### src/design/omf_pkg.sv
// Shared types and constants for the output mismatch fault monitor.
// No dependencies; the interfaces and the top level use it by scoped names.
`timescale 1ns / 1ps

package omf_pkg;

  localparam int STATE_W   = 8;
  localparam int COUNT_W   = 16;
  localparam int TIME_W    = 32;
  localparam int TOTAL_W   = 8;
  localparam int CFG_IDX_W = 8;
  localparam int CFG_DAT_W = 16;
  localparam int THR_W     = 28;

  localparam logic [COUNT_W-1:0] COUNT_MAX        = 16'hFFFF;
  localparam logic [11:0]        SECONDS_PER_HOUR = 12'd3600;

  // Register indexes of the configuration port.
  localparam logic [CFG_IDX_W-1:0] CFG_ERROR_LIMIT          = 8'd0;
  localparam logic [CFG_IDX_W-1:0] CFG_VALID_LIMIT          = 8'd1;
  localparam logic [CFG_IDX_W-1:0] CFG_OVERLOAD_COUNT_LIMIT = 8'd2;
  localparam logic [CFG_IDX_W-1:0] CFG_OVERLOAD_HOURS_LIMIT = 8'd3;

  localparam logic [COUNT_W-1:0] ERROR_LIMIT_RST          = 16'd10;
  localparam logic [COUNT_W-1:0] VALID_LIMIT_RST          = 16'd10;
  localparam logic [TOTAL_W-1:0] OVERLOAD_COUNT_LIMIT_RST = 8'd3;
  // Reset hours limit of 24, kept as seconds.
  localparam logic [THR_W-1:0]   OVERLOAD_THR_RST         = 28'd86400;

  localparam logic KIND_REQUEST = 1'b0;
  localparam logic KIND_MEASURE = 1'b1;

  typedef struct packed {
    logic fault_active;
    logic fault_raised;
    logic fault_cleared;
    logic overload_raised;
  } result_t;

  // Residue modulo 3 of a byte by folding base-4 digits, since 4 is 1 mod 3.
  function automatic logic [1:0] mod3_u8(input logic [7:0] x);
    logic [3:0] s1;
    logic [2:0] s2;
    logic [2:0] s3;
    s1 = 4'(x[7:6]) + 4'(x[5:4]) + 4'(x[3:2]) + 4'(x[1:0]);
    s2 = 3'(s1[3:2]) + 3'(s1[1:0]);
    s3 = 3'(s2[2]) + 3'(s2[1:0]);
    mod3_u8 = (s3 >= 3'd3) ? 2'(s3 - 3'd3) : s3[1:0];
  endfunction

endpackage

### src/design/omf_if.sv
// Valid/ready channel interfaces for the monitor's input and result items.
// Depends on omf_pkg for the field widths.
`timescale 1ns / 1ps

interface omf_in_if;
  logic                          valid;
  logic                          ready;
  logic                          kind;
  logic [omf_pkg::STATE_W-1:0]   state_value;
  logic [omf_pkg::TIME_W-1:0]    occurrence_time;
  logic [omf_pkg::TOTAL_W-1:0]   occurrence_total;

  modport source (output valid, kind, state_value, occurrence_time, occurrence_total,
                  input ready);
  modport sink   (input valid, kind, state_value, occurrence_time, occurrence_total,
                  output ready);
endinterface

interface omf_out_if;
  logic valid;
  logic ready;
  logic fault_active;
  logic fault_raised;
  logic fault_cleared;
  logic overload_raised;

  modport source (output valid, fault_active, fault_raised, fault_cleared, overload_raised,
                  input ready);
  modport sink   (input valid, fault_active, fault_raised, fault_cleared, overload_raised,
                  output ready);
endinterface

### src/design/output_mismatch_fault_monitor_top.sv
// Output mismatch fault monitor: input register, state update, result buffer.
// Depends on omf_pkg and the channel interfaces in omf_if.sv.
// An accepted item is held in the input register; its result is registered into the result buffer and offered.
// Throughput: one item per cycle while the skid entry is empty; counter and ring update are combinational.
// A two-entry result buffer keeps input flowing while a result waits.
// Reset (synchronous, rst_n low) restores counters, fault flag, time ring and limits.
`timescale 1ns / 1ps

module output_mismatch_fault_monitor_top (
  input  logic                             clk,
  input  logic                             rst_n,
  omf_in_if.sink                           in_ch,
  omf_out_if.source                        out_ch,
  input  logic                             cfg_we,
  input  logic [omf_pkg::CFG_IDX_W-1:0]    cfg_index,
  input  logic [omf_pkg::CFG_DAT_W-1:0]    cfg_data
);

  localparam int GAP_W = omf_pkg::TIME_W + 1;

  // Configuration.
  logic [omf_pkg::COUNT_W-1:0] error_limit_r, valid_limit_r;
  logic [omf_pkg::TOTAL_W-1:0] ovl_count_limit_r;
  logic [omf_pkg::THR_W-1:0]   ovl_thr_r;

  // Input stage.
  logic                        s1_valid_r;
  logic                        s1_kind_r;
  logic [omf_pkg::STATE_W-1:0] s1_value_r;
  logic [omf_pkg::TIME_W-1:0]  s1_time_r;
  logic [omf_pkg::TOTAL_W-1:0] s1_total_r;

  // Monitor state.
  logic [omf_pkg::STATE_W-1:0] req_state_r, req_state_nxt;
  logic [omf_pkg::COUNT_W-1:0] mismatch_cnt_r, mismatch_cnt_nxt;
  logic [omf_pkg::COUNT_W-1:0] match_cnt_r, match_cnt_nxt;
  logic                        fault_flag_r, fault_flag_nxt;
  logic [omf_pkg::TIME_W-1:0]  ring_r [3];
  logic [omf_pkg::TIME_W-1:0]  ring_nxt [3];

  // Result buffer.
  logic             out_valid_r, skid_valid_r;
  omf_pkg::result_t out_data_r, skid_data_r, res_nxt;

  logic in_ready, in_acc, s1_adv, pop;
  logic [omf_pkg::COUNT_W-1:0] mm_inc, mc_inc;
  logic [1:0] slot;
  logic [GAP_W-1:0] thr_ext;
  logic all_close;

  assign in_ready    = !s1_valid_r || !skid_valid_r;
  assign in_ch.ready = in_ready;
  assign in_acc      = in_ch.valid && in_ready;
  assign s1_adv      = s1_valid_r && !skid_valid_r;
  assign pop         = out_valid_r && out_ch.ready;

  always_ff @(posedge clk) begin
    if (!rst_n) begin
      error_limit_r     <= omf_pkg::ERROR_LIMIT_RST;
      valid_limit_r     <= omf_pkg::VALID_LIMIT_RST;
      ovl_count_limit_r <= omf_pkg::OVERLOAD_COUNT_LIMIT_RST;
      ovl_thr_r         <= omf_pkg::OVERLOAD_THR_RST;
    end else if (cfg_we) begin
      case (cfg_index)
        omf_pkg::CFG_ERROR_LIMIT:          error_limit_r <= cfg_data;
        omf_pkg::CFG_VALID_LIMIT:          valid_limit_r <= cfg_data;
        omf_pkg::CFG_OVERLOAD_COUNT_LIMIT: ovl_count_limit_r <= cfg_data[omf_pkg::TOTAL_W-1:0];
        // Hours are kept as seconds: floor(gap / 3600) < h exactly when gap < h * 3600.
        omf_pkg::CFG_OVERLOAD_HOURS_LIMIT: begin
          ovl_thr_r <= omf_pkg::THR_W'(cfg_data) * omf_pkg::THR_W'(omf_pkg::SECONDS_PER_HOUR);
        end
        default: ;
      endcase
    end
  end

  always_ff @(posedge clk) begin
    if (!rst_n) begin
      s1_valid_r <= 1'b0;
    end else begin
      s1_valid_r <= in_acc || (s1_valid_r && !s1_adv);
    end
  end

  always_ff @(posedge clk) begin
    if (in_acc) begin
      s1_kind_r  <= in_ch.kind;
      s1_value_r <= in_ch.state_value;
      s1_time_r  <= in_ch.occurrence_time;
      s1_total_r <= in_ch.occurrence_total;
    end
  end

  // True when the two times are less than the threshold apart.
  function automatic logic gap_ok(input logic [omf_pkg::TIME_W-1:0] a,
                                  input logic [omf_pkg::TIME_W-1:0] b,
                                  input logic [GAP_W-1:0] thr);
    logic [GAP_W-1:0] ae, be;
    ae = GAP_W'(a);
    be = GAP_W'(b);
    gap_ok = (ae < be + thr) && (be < ae + thr);
  endfunction

  assign thr_ext = GAP_W'(ovl_thr_r);
  assign mm_inc  = (mismatch_cnt_r == omf_pkg::COUNT_MAX) ? mismatch_cnt_r
                                                           : mismatch_cnt_r + 16'd1;
  assign mc_inc  = (match_cnt_r == omf_pkg::COUNT_MAX) ? match_cnt_r : match_cnt_r + 16'd1;
  assign slot    = omf_pkg::mod3_u8(s1_total_r - 8'd1);

  always_comb begin
    for (int i = 0; i < 3; i++) begin
      ring_nxt[i] = (slot == 2'(i)) ? s1_time_r : ring_r[i];
    end
    all_close = gap_ok(ring_nxt[0], ring_nxt[1], thr_ext) &&
                gap_ok(ring_nxt[0], ring_nxt[2], thr_ext) &&
                gap_ok(ring_nxt[1], ring_nxt[2], thr_ext);
  end

  always_comb begin
    req_state_nxt    = req_state_r;
    mismatch_cnt_nxt = mismatch_cnt_r;
    match_cnt_nxt    = match_cnt_r;
    fault_flag_nxt   = fault_flag_r;
    res_nxt          = '0;
    if (s1_kind_r == omf_pkg::KIND_REQUEST) begin
      req_state_nxt = s1_value_r;
    end else if (s1_value_r == req_state_r) begin
      mismatch_cnt_nxt = '0;
      match_cnt_nxt    = mc_inc;
      if (fault_flag_r && (mc_inc >= valid_limit_r)) begin
        fault_flag_nxt        = 1'b0;
        match_cnt_nxt         = '0;
        res_nxt.fault_cleared = 1'b1;
      end
    end else begin
      match_cnt_nxt    = '0;
      mismatch_cnt_nxt = mm_inc;
      if (mm_inc >= error_limit_r) begin
        fault_flag_nxt          = 1'b1;
        mismatch_cnt_nxt        = '0;
        res_nxt.fault_raised    = 1'b1;
        res_nxt.overload_raised = (s1_total_r >= ovl_count_limit_r) && all_close;
      end
    end
    res_nxt.fault_active = fault_flag_nxt;
  end

  always_ff @(posedge clk) begin
    if (!rst_n) begin
      req_state_r    <= '0;
      mismatch_cnt_r <= '0;
      match_cnt_r    <= '0;
      fault_flag_r   <= 1'b0;
      for (int i = 0; i < 3; i++) begin
        ring_r[i] <= '0;
      end
    end else if (s1_adv) begin
      req_state_r    <= req_state_nxt;
      mismatch_cnt_r <= mismatch_cnt_nxt;
      match_cnt_r    <= match_cnt_nxt;
      fault_flag_r   <= fault_flag_nxt;
      // The ring only takes the new time when a fault is reported.
      if (res_nxt.fault_raised) begin
        for (int i = 0; i < 3; i++) begin
          ring_r[i] <= ring_nxt[i];
        end
      end
    end
  end

  // Result buffer: a push only happens while the skid entry is empty.
  always_ff @(posedge clk) begin
    if (!rst_n) begin
      out_valid_r  <= 1'b0;
      skid_valid_r <= 1'b0;
    end else if (skid_valid_r) begin
      if (pop) begin
        skid_valid_r <= 1'b0;
      end
    end else if (s1_adv) begin
      if (out_valid_r && !pop) begin
        skid_valid_r <= 1'b1;
      end else begin
        out_valid_r <= 1'b1;
      end
    end else if (pop) begin
      out_valid_r <= 1'b0;
    end
  end

  always_ff @(posedge clk) begin
    if (skid_valid_r) begin
      if (pop) begin
        out_data_r <= skid_data_r;
      end
    end else if (s1_adv) begin
      if (out_valid_r && !pop) begin
        skid_data_r <= res_nxt;
      end else begin
        out_data_r <= res_nxt;
      end
    end
  end

  assign out_ch.valid           = out_valid_r;
  assign out_ch.fault_active    = out_data_r.fault_active;
  assign out_ch.fault_raised    = out_data_r.fault_raised;
  assign out_ch.fault_cleared   = out_data_r.fault_cleared;
  assign out_ch.overload_raised = out_data_r.overload_raised;

  a_skid_behind_out: assert property (@(posedge clk) disable iff (!rst_n)
    skid_valid_r |-> out_valid_r)
    else $error("skid entry holds a result while the output register is empty");

  a_counts_exclusive: assert property (@(posedge clk) disable iff (!rst_n)
    (mismatch_cnt_r == '0) || (match_cnt_r == '0))
    else $error("mismatch and match counts are both nonzero");

  a_raise_sets_flag: assert property (@(posedge clk) disable iff (!rst_n)
    (s1_adv && res_nxt.fault_raised) |=> fault_flag_r)
    else $error("fault flag not set after a fault report");

  a_clear_drops_flag: assert property (@(posedge clk) disable iff (!rst_n)
    (s1_adv && res_nxt.fault_cleared) |=> (!fault_flag_r && (match_cnt_r == '0)))
    else $error("fault flag or match count not cleared after a fault clear");

  a_overload_needs_raise: assert property (@(posedge clk) disable iff (!rst_n)
    out_valid_r |-> (!out_data_r.overload_raised || out_data_r.fault_raised))
    else $error("overload reported without a fault report");

endmodule
### src/flat_wrapper.sv
// flat-port wrapper written by rule: the top's interface ports become plain ports
module output_mismatch_fault_monitor_top_flat 
  (clk, rst_n, cfg_we, cfg_index, cfg_data, in_ch_valid, in_ch_kind, in_ch_state_value, in_ch_occurrence_time, in_ch_occurrence_total, in_ch_ready, out_ch_valid, out_ch_fault_active, out_ch_fault_raised, out_ch_fault_cleared, out_ch_overload_raised, out_ch_ready);
  omf_in_if in_ch_i ();
  omf_out_if out_ch_i ();
  input  logic clk;
  input  logic rst_n;
  input  logic cfg_we;
  input  logic [omf_pkg::CFG_IDX_W-1:0] cfg_index;
  input  logic [omf_pkg::CFG_DAT_W-1:0] cfg_data;
  input wire logic [$bits(in_ch_i.valid)-1:0] in_ch_valid;
  input wire logic [$bits(in_ch_i.kind)-1:0] in_ch_kind;
  input wire logic [$bits(in_ch_i.state_value)-1:0] in_ch_state_value;
  input wire logic [$bits(in_ch_i.occurrence_time)-1:0] in_ch_occurrence_time;
  input wire logic [$bits(in_ch_i.occurrence_total)-1:0] in_ch_occurrence_total;
  output wire logic [$bits(in_ch_i.ready)-1:0] in_ch_ready;
  output wire logic [$bits(out_ch_i.valid)-1:0] out_ch_valid;
  output wire logic [$bits(out_ch_i.fault_active)-1:0] out_ch_fault_active;
  output wire logic [$bits(out_ch_i.fault_raised)-1:0] out_ch_fault_raised;
  output wire logic [$bits(out_ch_i.fault_cleared)-1:0] out_ch_fault_cleared;
  output wire logic [$bits(out_ch_i.overload_raised)-1:0] out_ch_overload_raised;
  input wire logic [$bits(out_ch_i.ready)-1:0] out_ch_ready;
  assign in_ch_i.valid = in_ch_valid;
  assign in_ch_i.kind = in_ch_kind;
  assign in_ch_i.state_value = in_ch_state_value;
  assign in_ch_i.occurrence_time = in_ch_occurrence_time;
  assign in_ch_i.occurrence_total = in_ch_occurrence_total;
  assign in_ch_ready = in_ch_i.ready;
  assign out_ch_valid = out_ch_i.valid;
  assign out_ch_fault_active = out_ch_i.fault_active;
  assign out_ch_fault_raised = out_ch_i.fault_raised;
  assign out_ch_fault_cleared = out_ch_i.fault_cleared;
  assign out_ch_overload_raised = out_ch_i.overload_raised;
  assign out_ch_i.ready = out_ch_ready;
  output_mismatch_fault_monitor_top u_core (.clk(clk), .rst_n(rst_n), .in_ch(in_ch_i), .out_ch(out_ch_i), .cfg_we(cfg_we), .cfg_index(cfg_index), .cfg_data(cfg_data));
endmodule
### config.mk
export PLATFORM = sky130hd
export DESIGN_NAME = output_mismatch_fault_monitor_top_flat
export DESIGN_NICKNAME = d
export VERILOG_FILES = /design/src/design/omf_pkg.sv /design/src/design/omf_if.sv /design/src/design/output_mismatch_fault_monitor_top.sv /design/src/flat_wrapper.sv
export SDC_FILE = /design/constraint.sdc
export NUM_CORES = 1
export LEC_CHECK = 0
export BUFFER_PORTS_ARGS = -buffer_cell sky130_fd_sc_hd__buf_2
export CAP_MARGIN = 20
export CORE_MARGIN = 2
export CORE_UTILIZATION = 30
export CTS_BUF_LIST = sky130_fd_sc_hd__clkbuf_2
export CTS_CLUSTER_SIZE = 16
export DETAILED_ROUTE_END_ITERATION = 10
export HOLD_SLACK_MARGIN = 0.12
export PLACE_DENSITY = 0.44
export SETUP_SLACK_MARGIN = 0.3
export SLEW_MARGIN = 20
export SYNTH_ARGS = -nofsm -noshare
export SYNTH_HDL_FRONTEND = slang
export SYNTH_SLANG_ARGS = --single-unit
### constraint.sdc
create_clock -name clk -period 26.1 [get_ports clk]
set_input_delay 1.305 -clock clk [delete_from_list [all_inputs] [get_ports clk]]
set_output_delay 1.305 -clock clk [all_outputs]
set_load 0.1 [all_outputs]
==> impl_metrics.py <==
metrics = {
    "run_status": {
        "outcome": "finished clean",
    },
    "sta": {
        "fmax_mhz": 85.53,
        "slew_headroom_pct": 28.64,
        "finClkSkew_ns": 0.1040,
        "hold_violations": 0,
        "tightest_slew_ns": 1.061,
        "hold-worst-slack_ns": 0.4186,
        "rsz0062_at_grt": "false",
        "fin_crit_ns": 11.69,
        "setup_violations": 0,
        "period_share_pct": 44.80,
        "finalSetupTns_ns": 0,
        "setup_slack_ns": 14.41,
        "report.final.slew_viol_count": 0,
    },
    "finish": {
        "fill_cells": 7749,
        "area_growth_pct": 9.725,
        "register_area_sq_mm": 0.006756,
        "multi_input_area_sq_mm": 0.01469,
        "final_cell_mix": "337 x ha_1, 188 x a21oi_1, 178 x nor2_1",
        "layout_commonest_cell": "ha_1",
        "drive_gt1_share_pct": 13.10,
        "fin_cells": 3520,
        "num-nets-final": 2950,
    },
    "placed_design": {
        "dpl_worst_slack_ns": 14.35,
        "dp_hpwl_um": 55240,
        "port_buffers": 83,
        "dp_cells": 3388,
        "gp_congestion": 0.9096,
    },
    "grt": {
        "globalRoute.totalOverflow": 0,
        "grt_pass1_vias": 18640,
        "grt_max_degree": 76,
        "grt_pass1_wl_um": 107700,
        "grt_use_total_pct": 18.12,
        "antenna_found_initial": 1,
    },
    "critical_path": {
        "cp_common_cell": "ha_1",
        "critPathLaunchType": "flip-flop",
        "ff2ff_path_depth": 43,
        "crit_required_ns": 26.94,
        "cpMaxStageDelayCell": "a2111oi_1",
        "end_kind": "flip-flop",
        "critPathMaxStageDelay_ns": 0.84,
        "critPathMaxFanout": 32,
        "reg2reg_to": "u_core.out_ch.overload_raised",
        "r2r_start": "u_core.s1_total_r[0]",
        "worstSetupPathType": "reg -> reg",
        "r2r_slack_ns": 14.41,
        "cp_data_arrival_time_ns": 12.53,
    },
    "logic_synthesis": {
        "synth-main-ff-cell": "edfxtp_1",
        "yosysUniqueCellTypes": 96,
        "yosys_register_bits": 261,
        "synth_edf_count": 153,
        "synth_top_area_cell": "edfxtp_1",
        "synth_top_area_share_pct": 20.56,
        "synthCells": 2387,
        "avgSynthCellArea_sq_um": 9.363,
        "yosysWarningCount": 0,
        "syn_nets": 2835,
        "yosys-top-cells-area": "edfxtp_1 21%, ha_1 19%, dfxtp_1 9.7%",
        "yosysSeqAreaShare_pct": 30.23,
        "synth_area_sq_mm": 0.02235,
        "synthArstFlopShare_pct": 0,
    },
    "clock_network": {
        "numCtsBuffers": 80,
        "clockBufferDepth": 3,
        "clk_pin_slew_ns": 0.10,
        "cts_resized": 0,
        "tritoncts": "done",
        "h-tree-depth": 3,
        "cts_setup_buffers": 0,
        "numClockSinks": 261,
        "clk_latency_ns": 1.09,
        "root_buffer": "clkbuf_2",
        "cts.hold.buffers_added": 0,
    },
    "drt": {
        "vias_per_cell": 5.185,
        "wl_um": 69660,
        "firstDrtPassIters": 5,
        "wire_per_inst_um": 19.79,
        "dr_total_vias": 18250,
        "drt_iter0_drc": 1126,
        "ant_nets": 0,
        "drc_errors": 0,
    },
    "die": {
        "start_util_pct": 30.17,
        "io_pins": 84,
        "core_sq_mm": 0.07407,
        "rows": 100,
        "dieArea_sq_mm": 0.07670,
        "die_x_um": 276.9,
        "die_h_um": 276.9,
    },
    "hold_path": {
        "min_path_cells": 1,
        "worst_hold_path.endpoint": "u_core.s1_time_r[9]",
        "hp-class": "in -> reg",
        "hold_path.startpoint": "in_ch_occurrence_time[9]",
    },
    "job": {
        "max_cap_violations": 0,
    },
}
-- critical path: cells and delay by family (launching register included) --
family / cells / cell delay (ns)
muxes: 1 / 0.47
adders and majority gates: 12 / 3.96
xor gates and xnor gates: 2 / 0.31
DFF: 1 / 0.39
and+or+nand+nor: 9 / 1.50
AOI/OAI and AO/OA: 13 / 4.03
buffers and inverters: 6 / 0.90
-- metal layers --
metal	vias up	GRT usage [%]	share of wire (%)	wire [um]
li1	9002	-	-	-
met1	8712	23.51	46	32040
met2	402	29.85	46	32070
met3	135	2.987	4.2	2923
met4	0	7.455	3.8	2616
met5	-	0	0	0
-- logic make-up after synthesis --
| group | Yosys count | share of synthesized area [%] |
|---|---|---|
| AND/OR/NAND/NOR | 668 | 14.91 |
| multiplexers | 132 | 6.270 |
| buffers and inverters | 245 | 4.148 |
| flip-flops | 261 | 30.23 |
| XOR/XNOR | 137 | 5.498 |
| AO/OA/AOI/OAI | 562 | 16.54 |
| adder cells (fa/ha/maj) | 382 | 22.40 |
-- flip-flops by register name (all words and copies together) (netlist names) --
name	cells
u_core.out_ch.fault_raised	1
u_core.match_cnt_r	16
u_core.s1_value_r	8
u_core.s1_time_r	32
u_core.out_ch.fault_cleared	1
u_core.req_state_r	8
u_core.mismatch_cnt_r	16
u_core.s1_kind_r	1
u_core.out_ch.fault_active	1
u_core.out_ch.valid	1
u_core.error_limit_r	16
u_core.ovl_count_limit_r	8
u_core.s1_valid_r	1
u_core.s1_total_r	8
u_core.out_ch.overload_raised	1
u_core.skid_valid_r	1
u_core.skid_data_r	4
u_core.valid_limit_r	16
u_core.ovl_thr_r	24
u_core.fault_flag_r	1
u_core.ring_r	96
-- synthesized netlist by cell type (9+ instances only) --
| cell | instances |
|---|---|
| a21oi_1 | 188 |
| nand3_1 | 48 |
| a21o_1 | 52 |
| a221oi_1 | 11 |
| ha_1 | 337 |
| nand4_1 | 29 |
| mux2i_1 | 68 |
| and4_1 | 11 |
| o21bai_1 | 20 |
| nor4_1 | 15 |
| nand2_1 | 166 |
| o21ai_0 | 85 |
| and3_1 | 29 |
| xor2_1 | 58 |
| buf_1 | 9 |
| nand2b_1 | 17 |
| o21ai_1 | 12 |
| fa_1 | 33 |
| a211oi_1 | 36 |
| a22oi_1 | 10 |
| nor3_1 | 32 |
| xnor2_1 | 76 |
| nor2b_1 | 78 |
| a31oi_1 | 9 |
| inv_1 | 176 |
| edfxtp_1 | 153 |
| dfxtp_1 | 108 |
| nor2_1 | 179 |
| clkbuf_1 | 53 |
| o211ai_1 | 21 |
| o21a_1 | 26 |
| mux2_2 | 64 |
| and2_1 | 13 |
-- worst max path at each step --
| stage | from | slack, ns | end |
|---|---|---|---|
| 2_1_floorplan | u_core.s1_total_r[0] | 15.86 | u_core.out_ch.overload_raised |
| 3_3_place_gp | u_core.s1_total_r[0] | 14.07 | u_core.out_ch.overload_raised |
| 3_5_place_dp | u_core.s1_total_r[0] | 14.35 | u_core.out_ch.overload_raised |
| 4_1_cts | u_core.s1_total_r[0] | 14.30 | u_core.out_ch.overload_raised |
| 5_1_grt | u_core.s1_total_r[0] | 13.57 | u_core.skid_data_r[0] |
| 6_report | u_core.s1_total_r[0] | 14.41 | u_core.out_ch.overload_raised |
-- final cells by class --
type	instances	area share (%)
Antenna cell	1	0.01020
Inverter	177	2.709
Multi-Input combinational cell	1881	59.92
Clock buffer	111	2.265
Clock inverter	19	0.3368
Timing Repair Buffer	101	2.260
Sequential cell	261	27.55
Tap cell	969	4.944
-- metrics by stage --
stage | cell area (sq um) | util (%)
after global routing | 24520 | 33.11
after floorplan | 22350 | -
after global placement | 23870 | 32.22
after CTS | 24510 | 33.09
after detailed placement | 23870 | 32.23
final | 24520 | 33.11
Power is not shown: default switching activity piles up to over one toggle a cycle in this logic, so the estimate is an artifact.
